## config.mk

```make
export PLATFORM = sky130hd
export DESIGN_NAME = mppt_charge_controller_top_flat
export DESIGN_NICKNAME = d
export VERILOG_FILES = /design/src/mppt_pkg.sv /design/src/mppt_sample_if.sv /design/src/mppt_result_if.sv /design/src/mppt_charge_controller_top.sv /design/src/mppt_step.sv /design/src/flat_wrapper.sv
export SDC_FILE = /design/constraint.sdc
export NUM_CORES = 1
export LEC_CHECK = 0
export ABC_AREA = 1
export BUFFER_PORTS_ARGS = -buffer_cell sky130_fd_sc_hd__buf_2
export CORE_AREA = 2 2 262 264
export DETAILED_ROUTE_END_ITERATION = 12
export DIE_AREA = 0 0 264 266
export PLACE_DENSITY = 0.42
export SLEW_MARGIN = 20
export SYNTH_ARGS = -nofsm -noshare
export SYNTH_HDL_FRONTEND = slang
export SYNTH_SLANG_ARGS = --single-unit
```

## constraint.sdc

```tcl
create_clock -name clk_i -period 8.5 [get_ports clk_i]
set_input_delay 0.425 -clock clk_i [delete_from_list [all_inputs] [get_ports clk_i]]
set_output_delay 0.425 -clock clk_i [all_outputs]
set_load 0.01 [all_outputs]
```

## src/mppt_pkg.sv

```systemverilog
// Shared types, register indexes, reset values and duty helpers for the
// MPPT charge controller. No dependencies.
package mppt_pkg;

  localparam int SAMPLE_BITS   = 15;
  localparam int DUTY_BITS     = 8;
  localparam int POWER_BITS    = 2 * SAMPLE_BITS;
  localparam int CFG_IDX_BITS  = 3;
  localparam int CFG_DATA_BITS = SAMPLE_BITS;

  typedef logic [SAMPLE_BITS-1:0]   sample_t;
  typedef logic [DUTY_BITS-1:0]     duty_t;
  typedef logic [POWER_BITS-1:0]    power_t;
  typedef logic [CFG_IDX_BITS-1:0]  cfg_idx_t;
  typedef logic [CFG_DATA_BITS-1:0] cfg_data_t;

  // register indexes
  localparam cfg_idx_t CFG_TARGET_VOLTAGE    = 3'd0;
  localparam cfg_idx_t CFG_STEADY_CURRENT    = 3'd1;
  localparam cfg_idx_t CFG_MAX_CURRENT       = 3'd2;
  localparam cfg_idx_t CFG_DUTY_STEP         = 3'd3;
  localparam cfg_idx_t CFG_LOW_CURRENT_LIMIT = 3'd4;

  // reset values
  localparam sample_t RST_TARGET_VOLTAGE    = 15'd0;
  localparam sample_t RST_STEADY_CURRENT    = 15'd150;
  localparam sample_t RST_MAX_CURRENT       = 15'd5000;
  localparam duty_t   RST_DUTY_STEP         = 8'd1;
  localparam sample_t RST_LOW_CURRENT_LIMIT = 15'd10;
  localparam power_t  RST_LAST_POWER        = 30'd20;
  localparam sample_t RST_LAST_PANEL_V      = 15'd0;

  typedef enum logic [1:0] {
    MODE_MPPT    = 2'd0,
    MODE_TAPER   = 2'd1,
    MODE_OVERCUR = 2'd2,
    MODE_DONE    = 2'd3
  } mode_e;

  typedef struct packed {
    sample_t target_voltage;
    sample_t steady_current;
    sample_t max_current;
    duty_t   duty_step;
    sample_t low_current_limit;
  } cfg_t;

  typedef struct packed {
    sample_t battery_voltage;
    sample_t battery_current;
    sample_t panel_voltage;
    sample_t panel_current;
    duty_t   duty_in;
  } sample_set_t;

  typedef struct packed {
    duty_t duty_out;
    logic  charge_done;
    mode_e mode;
  } result_t;

  // operating point of the last MPPT sample
  typedef struct packed {
    power_t  power;
    sample_t panel_voltage;
  } track_t;

  function automatic duty_t duty_up(duty_t d, duty_t step);
    logic [DUTY_BITS:0] sum;
    sum = {1'b0, d} + {1'b0, step};
    return sum[DUTY_BITS] ? {DUTY_BITS{1'b1}} : sum[DUTY_BITS-1:0];
  endfunction

  function automatic duty_t duty_down(duty_t d, duty_t step);
    return (d < step) ? '0 : d - step;
  endfunction

endpackage

```

## src/mppt_sample_if.sv

```systemverilog
// Sample set channel: valid/ready handshake plus one word of measurements.
// Depends on mppt_pkg.
interface mppt_sample_if;
  logic             valid;
  logic             ready;
  mppt_pkg::sample_t battery_voltage;
  mppt_pkg::sample_t battery_current;
  mppt_pkg::sample_t panel_voltage;
  mppt_pkg::sample_t panel_current;
  mppt_pkg::duty_t   duty_in;

  modport source (output valid, battery_voltage, battery_current, panel_voltage,
                  panel_current, duty_in, input ready);
  modport sink   (input valid, battery_voltage, battery_current, panel_voltage,
                  panel_current, duty_in, output ready);
endinterface

```

## src/mppt_result_if.sv

```systemverilog
// Result channel: valid/ready handshake plus new duty, done flag and mode.
// Depends on mppt_pkg.
interface mppt_result_if;
  logic            valid;
  logic            ready;
  mppt_pkg::duty_t duty_out;
  logic            charge_done;
  logic [1:0]      mode;

  modport source (output valid, duty_out, charge_done, mode, input ready);
  modport sink   (input valid, duty_out, charge_done, mode, output ready);
endinterface

```

## src/mppt_charge_controller_top.sv

```systemverilog
// MPPT charge controller top level: sample register, decision logic,
// result register, configuration registers. Depends on mppt_pkg, mppt_step
// and the two channel interfaces.
// A word accepted into the sample register moves on to the result register once that
// register is free or being emptied. Throughput: one word per cycle while results are
// taken; the whole decision (one 15x15 multiply and compares) sits between them.
// Reset (rst_ni low, async): channels empty, registers at their defaults,
// tracking state at power 20 and panel voltage 0.
module mppt_charge_controller_top (
  input  logic                 clk_i,
  input  logic                 rst_ni,
  input  logic                 cfg_we_i,
  input  mppt_pkg::cfg_idx_t   cfg_idx_i,
  input  mppt_pkg::cfg_data_t  cfg_data_i,
  mppt_sample_if.sink          sample_i,
  mppt_result_if.source        result_o
);
  import mppt_pkg::*;

  // configuration registers
  cfg_t        cfg_q;

  // sample stage
  logic        s1_vld_q;
  sample_set_t s1_smp_q;
  logic        s1_adv;

  // result stage
  logic        out_vld_q;
  result_t     out_res_q;

  // operating point of the last MPPT sample
  track_t      trk_q;

  result_t     step_res;
  track_t      step_trk;
  logic        step_upd;

  // The sample stage moves on whenever the result register is free or being
  // emptied this cycle, so a new input word is taken every cycle unless both
  // stages are full and the waiting result is held off.
  assign s1_adv         = s1_vld_q && (!out_vld_q || result_o.ready);
  assign sample_i.ready = !s1_vld_q || s1_adv;

  always_ff @(posedge clk_i or negedge rst_ni) begin
    if (!rst_ni) begin
      cfg_q.target_voltage    <= RST_TARGET_VOLTAGE;
      cfg_q.steady_current    <= RST_STEADY_CURRENT;
      cfg_q.max_current       <= RST_MAX_CURRENT;
      cfg_q.duty_step         <= RST_DUTY_STEP;
      cfg_q.low_current_limit <= RST_LOW_CURRENT_LIMIT;
    end else if (cfg_we_i) begin
      case (cfg_idx_i)
        CFG_TARGET_VOLTAGE:    cfg_q.target_voltage    <= cfg_data_i;
        CFG_STEADY_CURRENT:    cfg_q.steady_current    <= cfg_data_i;
        CFG_MAX_CURRENT:       cfg_q.max_current       <= cfg_data_i;
        CFG_DUTY_STEP:         cfg_q.duty_step         <= cfg_data_i[DUTY_BITS-1:0];
        CFG_LOW_CURRENT_LIMIT: cfg_q.low_current_limit <= cfg_data_i;
        default: ;  // unmapped index: write dropped
      endcase
    end
  end

  // sample register
  always_ff @(posedge clk_i or negedge rst_ni) begin
    if (!rst_ni) begin
      s1_vld_q <= 1'b0;
    end else if (sample_i.ready) begin
      s1_vld_q <= sample_i.valid;
    end
  end

  always_ff @(posedge clk_i) begin
    if (sample_i.valid && sample_i.ready) begin
      s1_smp_q.battery_voltage <= sample_i.battery_voltage;
      s1_smp_q.battery_current <= sample_i.battery_current;
      s1_smp_q.panel_voltage   <= sample_i.panel_voltage;
      s1_smp_q.panel_current   <= sample_i.panel_current;
      s1_smp_q.duty_in         <= sample_i.duty_in;
    end
  end

  mppt_step u_step (
    .cfg_i (cfg_q),
    .smp_i (s1_smp_q),
    .trk_i (trk_q),
    .res_o (step_res),
    .trk_o (step_trk),
    .upd_o (step_upd)
  );

  // Tracking state follows only MPPT-mode words, and only as they leave the
  // sample stage, so each word sees the point of the last MPPT word before it.
  always_ff @(posedge clk_i or negedge rst_ni) begin
    if (!rst_ni) begin
      trk_q.power         <= RST_LAST_POWER;
      trk_q.panel_voltage <= RST_LAST_PANEL_V;
    end else if (s1_adv && step_upd) begin
      trk_q <= step_trk;
    end
  end

  // result register
  always_ff @(posedge clk_i or negedge rst_ni) begin
    if (!rst_ni) begin
      out_vld_q <= 1'b0;
    end else if (s1_adv) begin
      out_vld_q <= 1'b1;
    end else if (result_o.ready) begin
      out_vld_q <= 1'b0;
    end
  end

  always_ff @(posedge clk_i) begin
    if (s1_adv) begin
      out_res_q <= step_res;
    end
  end

  assign result_o.valid       = out_vld_q;
  assign result_o.duty_out    = out_res_q.duty_out;
  assign result_o.charge_done = out_res_q.charge_done;
  assign result_o.mode        = out_res_q.mode;

  // done flag and done mode always travel together, with the converter off
  assert property (@(posedge clk_i) disable iff (!rst_ni)
    out_vld_q |-> (out_res_q.charge_done == (out_res_q.mode == MODE_DONE)))
    else $error("charge_done and mode disagree");

  assert property (@(posedge clk_i) disable iff (!rst_ni)
    (out_vld_q && out_res_q.charge_done) |-> (out_res_q.duty_out == '0))
    else $error("charge done with non-zero duty");

  // tracking state moves only on MPPT words
  assert property (@(posedge clk_i) disable iff (!rst_ni)
    (trk_q != $past(trk_q)) |-> ($past(s1_adv) && $past(step_res.mode) == MODE_MPPT))
    else $error("tracking state changed outside MPPT mode");

  // a full pipe with a stalled result must not take another word
  assert property (@(posedge clk_i) disable iff (!rst_ni)
    (s1_vld_q && out_vld_q && !result_o.ready) |-> !sample_i.ready)
    else $error("input accepted while both stages are held");

endmodule

```

## src/mppt_step.sv

```systemverilog
// Per-sample decision logic: CC/CV checks and perturb-and-observe tracking.
// Purely combinational; depends on mppt_pkg.
module mppt_step (
  input  mppt_pkg::cfg_t        cfg_i,
  input  mppt_pkg::sample_set_t smp_i,
  input  mppt_pkg::track_t      trk_i,
  output mppt_pkg::result_t     res_o,
  output mppt_pkg::track_t      trk_o,
  output logic                  upd_o
);
  import mppt_pkg::*;

  power_t power;
  logic   rising;
  duty_t  up_duty;
  duty_t  dn_duty;
  duty_t  mppt_duty;

  assign power   = power_t'(smp_i.panel_voltage) * power_t'(smp_i.panel_current);
  assign up_duty = duty_up(smp_i.duty_in, cfg_i.duty_step);
  assign dn_duty = duty_down(smp_i.duty_in, cfg_i.duty_step);

  // low panel current demands a strict rise in power
  assign rising = (smp_i.panel_current >= cfg_i.low_current_limit)
                ? (power >= trk_i.power) : (power > trk_i.power);

  always_comb begin
    if (power == '0) begin
      mppt_duty = up_duty;
    end else if (rising) begin
      mppt_duty = (smp_i.panel_voltage > trk_i.panel_voltage) ? dn_duty : up_duty;
    end else begin
      mppt_duty = (smp_i.panel_voltage >= trk_i.panel_voltage) ? up_duty : dn_duty;
    end
  end

  always_comb begin
    res_o.charge_done = 1'b0;
    upd_o             = 1'b0;
    if (smp_i.battery_voltage >= cfg_i.target_voltage) begin
      if (smp_i.battery_current <= cfg_i.steady_current) begin
        res_o.duty_out    = '0;
        res_o.charge_done = 1'b1;
        res_o.mode        = MODE_DONE;
      end else begin
        res_o.duty_out = dn_duty;
        res_o.mode     = MODE_TAPER;
      end
    end else if (smp_i.battery_current >= cfg_i.max_current) begin
      res_o.duty_out = dn_duty;
      res_o.mode     = MODE_OVERCUR;
    end else begin
      res_o.duty_out = mppt_duty;
      res_o.mode     = MODE_MPPT;
      upd_o          = 1'b1;
    end
  end

  assign trk_o.power         = power;
  assign trk_o.panel_voltage = smp_i.panel_voltage;

endmodule

```

## src/flat_wrapper.sv

```systemverilog
// flat-port wrapper written by rule: the top's interface ports become plain ports
module mppt_charge_controller_top_flat import mppt_pkg::*;
  (clk_i, rst_ni, cfg_we_i, cfg_idx_i, cfg_data_i, sample_i_valid, sample_i_battery_voltage, sample_i_battery_current, sample_i_panel_voltage, sample_i_panel_current, sample_i_duty_in, sample_i_ready, result_o_valid, result_o_duty_out, result_o_charge_done, result_o_mode, result_o_ready);
  mppt_sample_if sample_i_i ();
  mppt_result_if result_o_i ();
  input  logic clk_i;
  input  logic rst_ni;
  input  logic cfg_we_i;
  input  mppt_pkg::cfg_idx_t cfg_idx_i;
  input  mppt_pkg::cfg_data_t cfg_data_i;
  input wire logic [$bits(sample_i_i.valid)-1:0] sample_i_valid;
  input wire logic [$bits(sample_i_i.battery_voltage)-1:0] sample_i_battery_voltage;
  input wire logic [$bits(sample_i_i.battery_current)-1:0] sample_i_battery_current;
  input wire logic [$bits(sample_i_i.panel_voltage)-1:0] sample_i_panel_voltage;
  input wire logic [$bits(sample_i_i.panel_current)-1:0] sample_i_panel_current;
  input wire logic [$bits(sample_i_i.duty_in)-1:0] sample_i_duty_in;
  output wire logic [$bits(sample_i_i.ready)-1:0] sample_i_ready;
  output wire logic [$bits(result_o_i.valid)-1:0] result_o_valid;
  output wire logic [$bits(result_o_i.duty_out)-1:0] result_o_duty_out;
  output wire logic [$bits(result_o_i.charge_done)-1:0] result_o_charge_done;
  output wire logic [$bits(result_o_i.mode)-1:0] result_o_mode;
  input wire logic [$bits(result_o_i.ready)-1:0] result_o_ready;
  assign sample_i_i.valid = sample_i_valid;
  assign sample_i_i.battery_voltage = sample_i_battery_voltage;
  assign sample_i_i.battery_current = sample_i_battery_current;
  assign sample_i_i.panel_voltage = sample_i_panel_voltage;
  assign sample_i_i.panel_current = sample_i_panel_current;
  assign sample_i_i.duty_in = sample_i_duty_in;
  assign sample_i_ready = sample_i_i.ready;
  assign result_o_valid = result_o_i.valid;
  assign result_o_duty_out = result_o_i.duty_out;
  assign result_o_charge_done = result_o_i.charge_done;
  assign result_o_mode = result_o_i.mode;
  assign result_o_i.ready = result_o_ready;
  mppt_charge_controller_top u_core (.clk_i(clk_i), .rst_ni(rst_ni), .cfg_we_i(cfg_we_i), .cfg_idx_i(cfg_idx_i), .cfg_data_i(cfg_data_i), .sample_i(sample_i_i), .result_o(result_o_i));
endmodule
```

# After elaboration in Yosys (flattened, before gate mapping)
# Index checks and enable logic that the tools add are counted.
# totals
register_bits,194
input_bits,91
output_inout_bits,13
word_cells,66
# op_classes
add_sub_neg,2
multipliers,1
magnitude_cmp,9
eq_ne,4
mux,18
n_reduce_logical,15
# ops
op,n
$mux W8,9
$ge A15 B15 Y1,4
$ge A30 B30 Y1,1
$gt A30 B30 Y1,1
$logic_not A30 Y1,1
$mul A15 B15 Y30,1
$gt A15 B15 Y1,1
$le A15 B15 Y1,1
$reduce_and A2 Y1,5
$add A8 B8 Y9,1
$lt A8 B8 Y1,1
$sub A8 B8 Y8,1
$eq A3 B2 Y1 const B,2
$mux W1,6
$mux W2,3
$eq A3 B1 Y1 const B,1
$eq A3 B3 Y1 const B,1
$logic_and A1 B1 Y1,3
$logic_not A3 Y1,1
$logic_not A1 Y1,2
$logic_or A1 B1 Y1,2
$reduce_bool A2 Y1,1

# Logic depth before layout (Yosys ltp)
# logic_depth
ltp_word,7
ltp_mapped,44
mapped_depth_nobuf,42

# By module
# Synthesis repeated with hierarchy kept, for this count alone.
# unflattened
cells_unflattened,2608
hier_area_um2,19982.9
# modules_own_cells
module,instances,cells_each,area_per_inst_um2,seq_area_each_um2
mppt_step,1,2030,12959.9,0.0
mppt_charge_controller_top,1,578,7023.0,5267.6

# Least setup slack after synthesis
# OpenSTA, ideal clock, no wires.
# synth_path
path_type,register -> register
from,reg u_core.s1_smp_q[33] (netlist name)
to,reg u_core.out_res_q (netlist bit u_core.result_o.duty_out[2]) (data pin)
setup_time_ps,254
arrival_time_ps,6700
required_time_ps,8246
slack_ps,1546
path_stages_with_launch,39
path_buffers,2
synth_period_minus_slack_ps,6954
cell_sequence,edfxtp_1 clkbuf_1 clkbuf_1 nand2_1 inv_1 fa_1 inv_1 fa_1 inv_1 fa_1 inv_1 fa_1 inv_1 fa_1 inv_1 fa_1 inv_1 ha_1 [3 not listed] nand3_2 nand2_1 nand3b_1 nand2_1 nand2_1 inv_1 ha_1 nand2_1 nor3_1 nand2_1 nor4_1 nand2_1 nand2_1 nand2_1 nand2_1 nand3_1 nand3_1 nand2_1
# synth_rtl
element,line,text
"start, declared",mppt_charge_controller_top.sv:25,sample_set_t s1_smp_q;
"end signal, assigned",mppt_charge_controller_top.sv:116,out_res_q <= step_res;
"end, declared",mppt_charge_controller_top.sv:30,result_t out_res_q;

==> out/metrics.yaml <==
status: "complete, no violations"
netlist_area_um2: 19300
drive_above_1_share_pct: 9.05
tightestPinTransition_ns: 1.04
wl_um: 54200
clk_pin_slew_worst_paths_ns: 0.08
cts_made_buffers: 17
rsz0062_at_grt: "no"
drtIter0Drc: 815
place_congestion: 0.868
wl_per_cell_um: 15.5
initial_core_util_pct: 28.5
synth_top_flop_cell: "dfrtp_1"
yosys_warnings: 0
fillers: 7406
antenna_left: 0
die_area_um2: 70200
finalSetupViolCount: 0
syn-instance-count: 2490
avgSynthCellArea_um2: 7.75
critPathSlowestCell: "edfxtp_1"
cpPeakStageDelay_ns: 0.61
worstPathRequired_ns: 8.75
num_rows: 96
cp-end-kind: "register"
antenna_found_initial: 4
first_global_vias: 15754
clock_path_buffers: 2
tns_ns: 0
max-slew-margin-rel_pct: 30.6
maxCapViolCount: 0
cts_tree: "yes"
fp.coreArea_um2: 67700
final_nets: 3071
max_freq_mhz: 128
grt_pass1_wl_um: 87500
avgViaCountPerCell: 4.38
slew_viol_final: 0
dieWidth_um: 264
cp_common_cell: "nand2_1"
cts-root-buf: "clkbuf_16"
cp_max_fo: 10
htreeDepth: 4
clock-sinks: 194
ys_ff_latch: 194
cp.arrival_ns: 8.07
firstDrtPassIters: 9
dieHeight_um: 266
worstReg2RegStart: "u_core.s1_smp_q[33]"
syn2layout_area_growth_pct: 12.8
cp-start-kind: "register"
hp-class: "primary input to register"
grt_overflow: 0
synth_edf_count: 79
clock_latency_ns: 0.49
grt_usage_pct: 16.1
final.period_utilization_pct: 92.0
hold_start: "sample_i_duty_in[3]"
synthDistinctLibCells: 42
synth_async_sr_flop_share_pct: 59.3
worstSetupPathType: "register to register"
route.detailed.drc: 0
cp-startpoint: "u_core.s1_smp_q[33]"
io_pins: 104
dpl.hpwl_um: 44500
hold_violations: 0
synth_nets: 2965
grt_max_degree: 91
numPortBuffers: 103
vias: 15296
skew_ns: 0.0126
yosysSeqAreaShare_pct: 27.3
finalCriticalPeriod_ns: 7.82
placed cells by master, fill, tap and decap left out, types with 2 or more instances in the layout:
| master | Yosys | routed |
|---|---|---|
| a31oi_1 | 2 | 2 |
| inv_6 | 0 | 4 |
| ha_1 | 215 | 215 |
| nor3_1 | 10 | 9 |
| fa_1 | 169 | 169 |
| nor2_1 | 75 | 75 |
| inv_1 | 652 | 651 |
| o211ai_1 | 2 | 2 |
| buf_12 | 0 | 5 |
| edfxtp_1 | 79 | 79 |
| xnor2_1 | 5 | 5 |
| nor2_2 | 6 | 5 |
| xor2_1 | 5 | 5 |
| a21oi_1 | 76 | 76 |
| o21ai_1 | 1 | 2 |
| nand4_1 | 32 | 32 |
| buf_2 | 7 | 102 |
| dfstp_2 | 14 | 14 |
| nor3_2 | 2 | 3 |
| a211oi_1 | 6 | 6 |
| nand2_1 | 682 | 682 |
| clkinv_8 | 0 | 5 |
| nor2_4 | 2 | 3 |
| and2_1 | 3 | 3 |
| nor4_1 | 8 | 8 |
| inv_4 | 0 | 2 |
| nand2_2 | 9 | 9 |
| o21a_1 | 2 | 2 |
| o21ai_0 | 141 | 140 |
| nand3_1 | 88 | 85 |
| dfrtp_1 | 101 | 101 |
| buf_4 | 0 | 51 |
| o21bai_1 | 5 | 5 |
| inv_2 | 3 | 4 |
| clkinv_1 | 2 | 2 |
| nand3_2 | 1 | 4 |
| clkbuf_16 | 0 | 18 |
| nand3b_1 | 9 | 9 |
| nand2_4 | 2 | 2 |
| or2_2 | 2 | 2 |
synth_stat cells (6+ instances only):
master / instances / area, µm²
nand2_1: 682 / 2560
inv_1: 652 / 2450
ha_1: 215 / 2690
fa_1: 169 / 3380
o21ai_0: 141 / 706
dfrtp_1: 101 / 2530
nand3_1: 88 / 440
edfxtp_1: 79 / 2370
a21oi_1: 76 / 380
nor2_1: 75 / 282
clkbuf_1: 65 / 244
nand4_1: 32 / 200
dfstp_2: 14 / 368
nor3_1: 10 / 50.1
nand2_2: 9 / 56.3
nand3b_1: 9 / 67.6
nor4_1: 8 / 50.1
buf_2: 7 / 35.0
a211oi_1: 6 / 45.0
nor2_2: 6 / 37.5
cell families (layout without fill, tap and decap cells):
group / count (synthesis) / count (layout) / share of synthesized area (%)
AND/OR/NAND/NOR: 935 / 935 / 20.2
buffers and inverters: 729 / 848 / 14.2
adder cells (fa/ha/maj): 384 / 384 / 31.5
AO/OA/AOI/OAI: 238 / 238 / 6.42
flip-flops: 194 / 194 / 27.3
XOR/XNOR: 10 / 10 / 0.454
other: 0 / 1 / 0
timing repair:
item / CTS / global route
gates resized for setup: 0 / 1
endpoints found under the setup margin: 0 / 7
hold buffers: 1 / 0
buffers inserted: 0 / 33
endpoints found under the hold margin: 38 / 0
sequential cells by signal, indices dropped and copies added (netlist names):
name,cells
u_core.cfg_q,68
u_core.result_o.charge_done,1
u_core.result_o.duty_out,8
u_core.result_o.mode,2
u_core.result_o.valid,1
u_core.s1_smp_q,68
u_core.s1_vld_q,1
u_core.trk_q,45
stage by stage:
stage          area [µm²]  cells  setup WS [ns]  utilization [%]  hold WS, ns
5_1_grt             21800   3491         0.0574             32.1       0.0681
3_3_place_gp        20800   3425          0.587             30.7        0.468
4_1_cts             21400   3458          0.473             31.6       0.0541
6_report            21800   3492          0.684             32.1        0.103
3_5_place_dp        20800   3425          0.487             30.7        0.475
2_1_floorplan       19300   2490           1.55                -        0.129
path summary, 6_finish.rpt:
| path | endpoint | slack, ns | depth (start not counted) |
|---|---|---|---|
| hold reg to reg | u_core.cfg_q[7] | 0.49 | 2 |
| max in group asynchronous | u_core.cfg_q[58] | 6.53 | 3 |
| setup / recovery | u_core.result_o.duty_out[2] | 0.68 | 37 |
| hold / removal | u_core.s1_smp_q[3] | 0.10 | 1 |
| min in group asynchronous | u_core.trk_q[36] | 0.53 | 2 |
| setup reg to reg | u_core.result_o.duty_out[2] | 0.68 | 37 |
layout make-up:
cell class / count / area (µm²) / share of cell area, %
multi-input combinational: 1567 / 11300 / 52.0
clock inverter: 13 / 156 / 0.718
sequential: 194 / 5270 / 24.2
antenna: 1 / 2.50 / 0.0115
tap: 882 / 1100 / 5.07
timing repair buffer: 159 / 1000 / 4.61
clock buffer: 19 / 454 / 2.09
inverter: 657 / 2470 / 11.3
critical path, delay by kind of cell (launching register included):
kind                       cells  cell delay, ns
DFF                            1            0.61
AOI/OAI and AO/OA              2            0.31
adders and majority gates      8            3.61
buffers and inverters          8            0.70
and+or+nand+nor               19            2.37
routing by layer:
layer	up-vias	track usage, %	part of all wire, %
met5	-	0	0.085
met4	8	4.53	2.0
met3	53	2.35	3.5
met2	287	28.4	49
met1	7220	20.5	46
li1	7728	-	-
Power is left out: the tool's default activity adds up to more than one toggle a clock period on the data nets, which glitch-free logic cannot reach.
